File: src/consistent_hash_ring_router_core_defines.svh
// ----------------------------------------------------------------------------
// Consistent-hash ring router: assertion macros
// Shared property forms for the checks at the end of the top level.
// ----------------------------------------------------------------------------
`ifndef CONSISTENT_HASH_RING_ROUTER_CORE_DEFINES_SVH
`define CONSISTENT_HASH_RING_ROUTER_CORE_DEFINES_SVH

// same-cycle implication, checked out of reset
`define CHRR_ASSERT_IMP(lbl, ante, cons, msg) \
  lbl: assert property (@(posedge clk_i) disable iff (!rst_ni) (ante) |-> (cons)) \
    else $error(msg);

// next-cycle implication, checked out of reset
`define CHRR_ASSERT_NXT(lbl, ante, cons, msg) \
  lbl: assert property (@(posedge clk_i) disable iff (!rst_ni) (ante) |=> (cons)) \
    else $error(msg);

`endif

File: src/chrr_pkg.sv
// ----------------------------------------------------------------------------
// Consistent-hash ring router: package
// Constants, codes, controller/datapath interface types and the FNV-1a step.
// ----------------------------------------------------------------------------
`default_nettype none

package chrr_pkg;

  localparam int unsigned SlotCountDef = 16;
  localparam int unsigned RingDepthDef = 4096;

  localparam logic [63:0] FNV_BASIS    = 64'hCBF29CE484222325;
  localparam logic [63:0] FNV_PRIME_LO = 64'h1B3;
  localparam int unsigned FNV_SHIFT    = 40;
  localparam logic [7:0]  SEP_CHAR     = 8'h23;
  localparam logic [7:0]  DIGIT_ZERO   = 8'h30;
  localparam logic [7:0]  RESULT_CAP   = 8'd16;
  localparam logic [8:0]  VNODES_RST   = 9'd150;
  localparam logic [8:0]  TEN          = 9'd10;
  localparam logic [8:0]  HUNDRED      = 9'd100;

  typedef enum logic [1:0] {
    CMD_LOOKUP  = 2'd0,
    CMD_REPLICA = 2'd1,
    CMD_ADD     = 2'd2,
    CMD_REMOVE  = 2'd3
  } cmd_e;

  typedef enum logic [1:0] {
    ST_OK      = 2'd0,
    ST_NOTHING = 2'd1,
    ST_FULL    = 2'd2
  } status_e;

  typedef enum logic [4:0] {
    DP_NOP, DP_FOLD, DP_PREP, DP_LB_KEY, DP_LB_VH, DP_LB_READ, DP_LB_STEP,
    DP_P_WRAP, DP_READ_P, DP_READ_LO, DP_EMIT_RD, DP_EMIT_NONE, DP_EMIT_SLOT,
    DP_EMIT_SLOT_NONE, DP_WALK, DP_FLUSH, DP_MARK, DP_VH_SEP, DP_VH_D2,
    DP_VH_D1, DP_VH_D0, DP_SET_OWNER, DP_SET_FULL, DP_SH_INIT, DP_SH_READ,
    DP_SH_WRITE, DP_INSERT, DP_ER_INIT, DP_ER_READ, DP_ER_WRITE, DP_ER_DONE,
    DP_NEXT_I
  } dp_op_e;

  typedef struct packed {
    dp_op_e op;
  } dp_cmd_t;

  typedef struct packed {
    cmd_e cmd;
    logic fill_zero;
    logic limit_zero;
    logic slot_bad;
    logic slot_present;
    logic lb_done;
    logic ring_full;
    logic hit;
    logic sh_more;
    logic er_more;
    logic walk_more;
    logic i_lt_vn;
    logic i_ge100;
    logic i_ge10;
    logic out_free;
  } dp_stat_t;

  typedef struct packed {
    logic [63:0] hash;
    logic [3:0]  owner;
  } ring_entry_t;

  function automatic logic [63:0] fnv_fold(input logic [63:0] h, input logic [63:0] v);
    logic [63:0] x;
    x = h ^ v;
    return (x << FNV_SHIFT) + (x * FNV_PRIME_LO);
  endfunction

endpackage

`default_nettype wire

File: src/chrr_ctrl.sv
// ----------------------------------------------------------------------------
// Consistent-hash ring router: controller
// Sequences byte folding, ring search, insert/erase shifts and replica walks.
// ----------------------------------------------------------------------------
`default_nettype none

module chrr_ctrl (
  input  wire logic               clk_i,
  input  wire logic               rst_ni,
  input  wire logic               in_valid_i,
  input  wire logic               in_last_i,
  output logic                    in_ready_o,
  input  wire chrr_pkg::dp_stat_t dp_stat_i,
  output chrr_pkg::dp_cmd_t       dp_cmd_o
);

  typedef enum logic [4:0] {
    S_IDLE, S_DISPATCH, S_MARK, S_VLOOP, S_VH_D2, S_VH_D1, S_VH_D0, S_LB_KEY,
    S_LB_VH, S_LB_RD, S_LB_EV, S_LB_END, S_LU_RD, S_LU_EMIT, S_RP_CHK, S_RP_EV,
    S_RP_FLUSH, S_EMIT_NONE, S_EMIT_SLOT_NONE, S_VP_EV, S_SH_RD, S_SH_WR,
    S_ER_RD, S_ER_WR, S_NEXT_I, S_FIN
  } state_e;

  state_e           state_q, state_d;
  chrr_pkg::dp_op_e op;
  logic             lu;

  always_comb begin
    state_d    = state_q;
    op         = chrr_pkg::DP_NOP;
    in_ready_o = 1'b0;
    lu = (dp_stat_i.cmd == chrr_pkg::CMD_LOOKUP) || (dp_stat_i.cmd == chrr_pkg::CMD_REPLICA);
    case (state_q)
      S_IDLE: begin
        in_ready_o = 1'b1;
        if (in_valid_i) begin
          op = chrr_pkg::DP_FOLD;
          if (in_last_i) state_d = S_DISPATCH;
        end
      end
      S_DISPATCH: begin
        op = chrr_pkg::DP_PREP;
        case (dp_stat_i.cmd)
          chrr_pkg::CMD_LOOKUP:
            state_d = dp_stat_i.fill_zero ? S_EMIT_NONE : S_LB_KEY;
          chrr_pkg::CMD_REPLICA:
            state_d = (dp_stat_i.fill_zero || dp_stat_i.limit_zero) ? S_EMIT_NONE : S_LB_KEY;
          chrr_pkg::CMD_ADD:
            state_d = (dp_stat_i.slot_bad || dp_stat_i.slot_present) ?
                      S_EMIT_SLOT_NONE : S_MARK;
          default:
            state_d = (dp_stat_i.slot_bad || !dp_stat_i.slot_present) ?
                      S_EMIT_SLOT_NONE : S_MARK;
        endcase
      end
      S_MARK: begin
        op      = chrr_pkg::DP_MARK;
        state_d = S_VLOOP;
      end
      S_VLOOP: begin
        if (dp_stat_i.i_lt_vn) begin
          op      = chrr_pkg::DP_VH_SEP;
          state_d = S_VH_D2;
        end else begin
          state_d = S_FIN;
        end
      end
      S_VH_D2: begin
        if (dp_stat_i.i_ge100) op = chrr_pkg::DP_VH_D2;
        state_d = S_VH_D1;
      end
      S_VH_D1: begin
        if (dp_stat_i.i_ge10) op = chrr_pkg::DP_VH_D1;
        state_d = S_VH_D0;
      end
      S_VH_D0: begin
        op      = chrr_pkg::DP_VH_D0;
        state_d = S_LB_VH;
      end
      S_LB_KEY: begin
        op      = chrr_pkg::DP_LB_KEY;
        state_d = S_LB_RD;
      end
      S_LB_VH: begin
        op      = chrr_pkg::DP_LB_VH;
        state_d = S_LB_RD;
      end
      S_LB_RD: begin
        if (dp_stat_i.lb_done) begin
          state_d = S_LB_END;
        end else begin
          op      = chrr_pkg::DP_LB_READ;
          state_d = S_LB_EV;
        end
      end
      S_LB_EV: begin
        op      = chrr_pkg::DP_LB_STEP;
        state_d = S_LB_RD;
      end
      S_LB_END: begin
        if (lu) begin
          op      = chrr_pkg::DP_P_WRAP;
          state_d = (dp_stat_i.cmd == chrr_pkg::CMD_LOOKUP) ? S_LU_RD : S_RP_CHK;
        end else begin
          op      = chrr_pkg::DP_READ_LO;
          state_d = S_VP_EV;
        end
      end
      S_LU_RD: begin
        op      = chrr_pkg::DP_READ_P;
        state_d = S_LU_EMIT;
      end
      S_LU_EMIT: begin
        if (dp_stat_i.out_free) begin
          op      = chrr_pkg::DP_EMIT_RD;
          state_d = S_IDLE;
        end
      end
      S_RP_CHK: begin
        if (dp_stat_i.walk_more) begin
          op      = chrr_pkg::DP_READ_P;
          state_d = S_RP_EV;
        end else begin
          state_d = S_RP_FLUSH;
        end
      end
      S_RP_EV: begin
        if (dp_stat_i.out_free) begin
          op      = chrr_pkg::DP_WALK;
          state_d = S_RP_CHK;
        end
      end
      S_RP_FLUSH: begin
        if (dp_stat_i.out_free) begin
          op      = chrr_pkg::DP_FLUSH;
          state_d = S_IDLE;
        end
      end
      S_EMIT_NONE: begin
        if (dp_stat_i.out_free) begin
          op      = chrr_pkg::DP_EMIT_NONE;
          state_d = S_IDLE;
        end
      end
      S_EMIT_SLOT_NONE: begin
        if (dp_stat_i.out_free) begin
          op      = chrr_pkg::DP_EMIT_SLOT_NONE;
          state_d = S_IDLE;
        end
      end
      S_VP_EV: begin
        if (dp_stat_i.cmd == chrr_pkg::CMD_ADD) begin
          if (dp_stat_i.hit) begin
            op      = chrr_pkg::DP_SET_OWNER;
            state_d = S_NEXT_I;
          end else if (dp_stat_i.ring_full) begin
            op      = chrr_pkg::DP_SET_FULL;
            state_d = S_NEXT_I;
          end else begin
            op      = chrr_pkg::DP_SH_INIT;
            state_d = S_SH_RD;
          end
        end else if (dp_stat_i.hit) begin
          op      = chrr_pkg::DP_ER_INIT;
          state_d = S_ER_RD;
        end else begin
          state_d = S_NEXT_I;
        end
      end
      S_SH_RD: begin
        if (dp_stat_i.sh_more) begin
          op      = chrr_pkg::DP_SH_READ;
          state_d = S_SH_WR;
        end else begin
          op      = chrr_pkg::DP_INSERT;
          state_d = S_NEXT_I;
        end
      end
      S_SH_WR: begin
        op      = chrr_pkg::DP_SH_WRITE;
        state_d = S_SH_RD;
      end
      S_ER_RD: begin
        if (dp_stat_i.er_more) begin
          op      = chrr_pkg::DP_ER_READ;
          state_d = S_ER_WR;
        end else begin
          op      = chrr_pkg::DP_ER_DONE;
          state_d = S_NEXT_I;
        end
      end
      S_ER_WR: begin
        op      = chrr_pkg::DP_ER_WRITE;
        state_d = S_ER_RD;
      end
      S_NEXT_I: begin
        op      = chrr_pkg::DP_NEXT_I;
        state_d = S_VLOOP;
      end
      S_FIN: begin
        if (dp_stat_i.out_free) begin
          op      = chrr_pkg::DP_EMIT_SLOT;
          state_d = S_IDLE;
        end
      end
      default: state_d = S_IDLE;
    endcase
    dp_cmd_o.op = op;
  end

  always_ff @(posedge clk_i or negedge rst_ni) begin
    if (!rst_ni) begin
      state_q <= S_IDLE;
    end else begin
      state_q <= state_d;
    end
  end

endmodule

`default_nettype wire

File: config.mk
export PLATFORM = sky130hd
export DESIGN_NAME = chrr_ctrl
export DESIGN_NICKNAME = d
export VERILOG_FILES = /design/src/consistent_hash_ring_router_core_defines.svh /design/src/chrr_pkg.sv /design/src/chrr_ctrl.sv
export SDC_FILE = /design/constraint.sdc
export NUM_CORES = 1
export LEC_CHECK = 0
export BUFFER_PORTS_ARGS = -buffer_cell sky130_fd_sc_hd__buf_2
export CAP_MARGIN = 10
export CORE_UTILIZATION = 35
export CTS_CLUSTER_DIAMETER = 200
export CTS_CLUSTER_SIZE = 12
export DETAILED_ROUTE_END_ITERATION = 12
export PLACE_DENSITY = 0.61
export SLEW_MARGIN = 40
export SYNTH_ARGS = -nofsm -noshare
export SYNTH_HDL_FRONTEND = slang
export SYNTH_SLANG_ARGS = --single-unit
File: constraint.sdc
create_clock -name clk_i -period 3.4 [get_ports clk_i]
set_clock_uncertainty 0.15 [all_clocks]
set_input_delay 0.68 -clock clk_i [delete_from_list [all_inputs] [get_ports clk_i]]
set_output_delay 0.68 -clock clk_i [all_outputs]
set_load 0.02 [all_outputs]
==> results <==
- The run finished with clean final reports.
- Adding up every negative setup slack in the final design gives 0 ns.
- The cell with the biggest individual delay on the critical path is sky130_fd_sc_hd__dfrtp_1.
- Dividing the detail-routed wire length by the instance count gives about 17 um.
- In the global route stage, overall resource usage came out at 24.32%.
- The number of pins exceeding their max-slew limit in the final report came to 0.
- In this run the static leakage power is around 0.55 nW.
- The cell count after synthesis came out at 170.
- Yosys mapped a number of flops with a built-in enable equal to 0.
- Measured against its own limit, the worst slew margin works out to between 50% and 60%.
- The worst-case vdd ir drop is roughly 0.00025 V.
- The aggregate global routing overflow is 0.
- The initial utilization of the core area, before any placement, comes to 37.15%.
- By area the synthesized netlist is led by sky130_fd_sc_hd__dfrtp_1 11%, sky130_fd_sc_hd__a21oi_1 5.7%, sky130_fd_sc_hd__o21ai_0 4.8%, sky130_fd_sc_hd__nand3_1 4.4%, sky130_fd_sc_hd__nor2_1 4.3%.
- Ranked by flip-flop count, first place goes to state_q.
- The hold violation count in the final report is 0.
- Yosys printed 0 warnings.
- Based on the critical path, the design can be clocked at up to around 330 MHz.
- Counting cells, the worst reg-to-reg path comes to 4.
- The kind of start point of the critical path is a flop.
- The number of antenna cells inserted is 0.
- The height of the die is about 59 um.
- The top cell types in the final layout, fill and taps aside, are 25 x sky130_fd_sc_hd__buf_2, 13 x sky130_fd_sc_hd__nor2_1, 13 x sky130_fd_sc_hd__a21oi_1.
- The latest clock arrival within the worst-skew pair is approximately 0.24 ns.
- Setup repair after global routing left no endpoint under its margin.
- The number of gates resized after CTS is 0.
- The number of top-level pins is 26.
- In this run the power density over the cells is about 850 nW/um2.
- The cell family contributing the most delay on the critical path is flip-flops.
- The synthesized area per cell is roughly 6.7 um2.
- The maximum root-to-sink buffer count is 2.
- The fraction of the yosys area taken by sequential cells is a little over a tenth.
- The tree is rooted in a sky130_fd_sc_hd__clkbuf_4.
- The DRC marker count from the first detailed-route iteration is around 100.
- The count of nets left with antenna violations once routing finished came out at 0.
- The top routing layer in use is met4.
- The clock input transition at the sequential cells of the worst setup and hold paths is 0.04 ns.
- Wire segments on met2 add up to roughly 1900 um in the final route.
- The biggest cell delay along the critical path is between 0.7 and 0.8 ns.
- The share of final-layout standard cells stronger than drive strength 1 is a little under a quarter.
- The register with the most flip-flops in the layout has 5 of them.
- The first TritonRoute pass finished after 5 iterations.
- The core region is around 3100 um2.
- The largest registers in the layout are state_q: 5 flops.
- Among all flip-flop cells after synthesis, the most frequent one is sky130_fd_sc_hd__dfrtp_1.
- In this run the worst setup path terminates at dp_cmd_o[0].
- The placement-stage cell area is between 1000 and 1500 um2.
- After detailed routing, the number of vias per cell comes to roughly 6.4.
- In this run the worst setup path begins at state_q[4].
- After detailed routing, the wire length on met1 is 1506 um.
- The tree built by TritonCTS fans out to 5 sinks.
- The maximum fanout along the worst path is 24.
- Relative to the synthesized area, the layout overhead comes to 16.08%.
- The depth of the CTS H-tree is 1.
- STA puts the critical path data arrival time at roughly 2.2 ns.
- The cell area after synthesis is 1144 um2.
- The worst reg2reg path endpoint is state_q[1].
- Across all register-to-register paths, the minimum setup slack is 1.17 ns.
- Counting every net in the synthesized netlist gives approximately 190.
- The number of buffer and inverter stages on the critical path is 1.
- The design draws about 1.1 mW.
- Traced cell by cell, the critical path runs through nor2_1 -> and3_1 -> nand2_1 -> o2111ai_1 -> a211o_1 -> buf_2.
- For this block, the via count after detailed routing is 1508.
- The minimum clock period after layout is approximately 3.0 ns.
- The final design area excluding fillers is between 1000 and 1500 um2.
- The hold buffer count at CTS is 0.
- The overall die width is approximately 59 um.
- The wire length of the first global-routing pass is ~6500 um.
- The HPWL after detailed placement is around 3000 um.
- The actual transition at the worst max-transition pin is between 0.7 and 0.8 ns.
- Synthesis instantiated 53 different standard cells from the library.
- In this run the critical register-to-register path is launched from state_q[4].
- The share of the synthesized area in the top cell type is 10.94%.
- The synthesized design contains 5 register bits.
- Entering global routing, the biggest net connects 25 pins.
- The critical path runs through a total of 6 cells.
- The die area is around 3500 um2.
- Wire segments on met3 add up to between 500 and 600 um in the final route.
- The net count of the finished layout is roughly 220.
- The post-CTS setup buffer count is 0.
- The kind of end point of the critical path is an output port.
- The critical path class is reg -> out.
- The count of standard-cell rows is 20.
- The cell taking the most area after synthesis is sky130_fd_sc_hd__dfrtp_1.
- The part of the cycle the worst path needs is 89.26%.
- The number of buffers inserted during clock tree synthesis is 3.
- The number of antenna violations at the first check in global routing is 0.
- The via count of the first global-routing pass came to approximately 1400.
- The worst min-delay path category is in -> async.
- The final number of setup-violating endpoints is 0.
- The most common cell after layout, fill and taps aside is sky130_fd_sc_hd__buf_2.
- The number of remaining DRC errors is 0.
- The number of I/O port buffers is 25.
- The fraction of synthesis flops using an asynchronous set or reset pin is 100.0%.
- TritonCTS built the clock tree.
- The wire length reported by the detailed router is 3940 um.
- The final weighted congestion in routability-driven placement is roughly 0.99.
- Max-cap violations in this run came to 0.
- The required time of the critical path is between 2 and 3 ns.
-- routing by layer --
metal / vias to the layer above / GRT usage, %
met2: 133 / 37.66
met4: 0 / 7.143
li1: 699 / -
met1: 667 / 33.91
met3: 9 / 5.022
met5: - / 0
-- area by class of cell --
type / count / area [um2]
Timing Repair Buffer: 32 / 177.7
Tap cell: 44 / 55.05
Fill cell: 329 / 1750
Sequential cell: 5 / 125.1
Clock buffer: 4 / 26.28
Multi-Input combinational cell: 142 / 905.9
Inverter: 10 / 37.54
-- power by group --
group | internal [mW] | leakage (nW) | total [mW] | switching, mW
combinational | 0.338 | 0.476 | 0.872 | 0.534
clock | 0.0444 | 0.0150 | 0.0689 | 0.0246
sequential | 0.0852 | 0.0636 | 0.190 | 0.105
total | 0.468 | 0.554 | 1.13 | 0.664
-- cells in the mapped netlist, types with 2 or more instances --
master / instances
sky130_fd_sc_hd__nand4_1: 3
sky130_fd_sc_hd__inv_2: 2
sky130_fd_sc_hd__o311ai_0: 2
sky130_fd_sc_hd__o211ai_1: 4
sky130_fd_sc_hd__and2_1: 2
sky130_fd_sc_hd__or4_1: 2
sky130_fd_sc_hd__and2b_1: 2
sky130_fd_sc_hd__a32oi_1: 2
sky130_fd_sc_hd__ha_1: 2
sky130_fd_sc_hd__a221oi_1: 2
sky130_fd_sc_hd__nand3_1: 10
sky130_fd_sc_hd__buf_2: 6
sky130_fd_sc_hd__a211o_1: 2
sky130_fd_sc_hd__a211oi_1: 3
sky130_fd_sc_hd__o21ai_1: 6
sky130_fd_sc_hd__nand2_1: 11
sky130_fd_sc_hd__nor3_1: 7
sky130_fd_sc_hd__o22ai_1: 4
sky130_fd_sc_hd__buf_4: 3
sky130_fd_sc_hd__dfrtp_1: 5
sky130_fd_sc_hd__inv_1: 8
sky130_fd_sc_hd__xor2_1: 2
sky130_fd_sc_hd__nand2b_1: 6
sky130_fd_sc_hd__mux2i_1: 4
sky130_fd_sc_hd__o21ai_0: 11
sky130_fd_sc_hd__o32ai_1: 2
sky130_fd_sc_hd__nor2b_1: 5
sky130_fd_sc_hd__nor2_1: 13
sky130_fd_sc_hd__a221o_1: 2
sky130_fd_sc_hd__a21oi_1: 13
sky130_fd_sc_hd__clkbuf_1: 2
-- per-stage QoR --
step	std cells	util, %	hold WS, ns	setup WS, ns
6_report	237	43.13	0.08685	0.3651
4_1_cts	237	43.13	0.08421	0.3886
3_3_place_gp	233	42.28	0.3428	0.6403
5_1_grt	237	43.13	0.08370	0.1977
2_1_floorplan	170	-	0.2344	0.7618
3_5_place_dp	233	42.28	0.3445	0.6258
-- how the worst min path moves through the flow --
| stage | startpoint | endpoint | slack (ns) | depth (start not counted) |
|---|---|---|---|---|
| 2_1_floorplan | rst_ni | state_q[0] | 0.23 | 0 |
| 3_3_place_gp | rst_ni | state_q[3] | 0.34 | 1 |
| 3_5_place_dp | rst_ni | state_q[1] | 0.34 | 1 |
| 4_1_cts | rst_ni | state_q[0] | 0.08 | 1 |
| 5_1_grt | rst_ni | state_q[0] | 0.08 | 1 |
| 6_report | rst_ni | state_q[0] | 0.09 | 1 |
-- cells by family (layout without fill, tap and decap cells) --
family	after synthesis	in the layout	share of synthesized area [%]
AOI/OAI and AO/OA	63	63	37.31
muxes	4	4	3.501
DFF	5	5	10.94
adders and majority gates	2	2	2.188
xor gates and xnor gates	2	2	1.532
and+or+nand+nor	71	71	34.68
buffers and inverters	23	46	9.847
(Power assumes the default switching activity.)
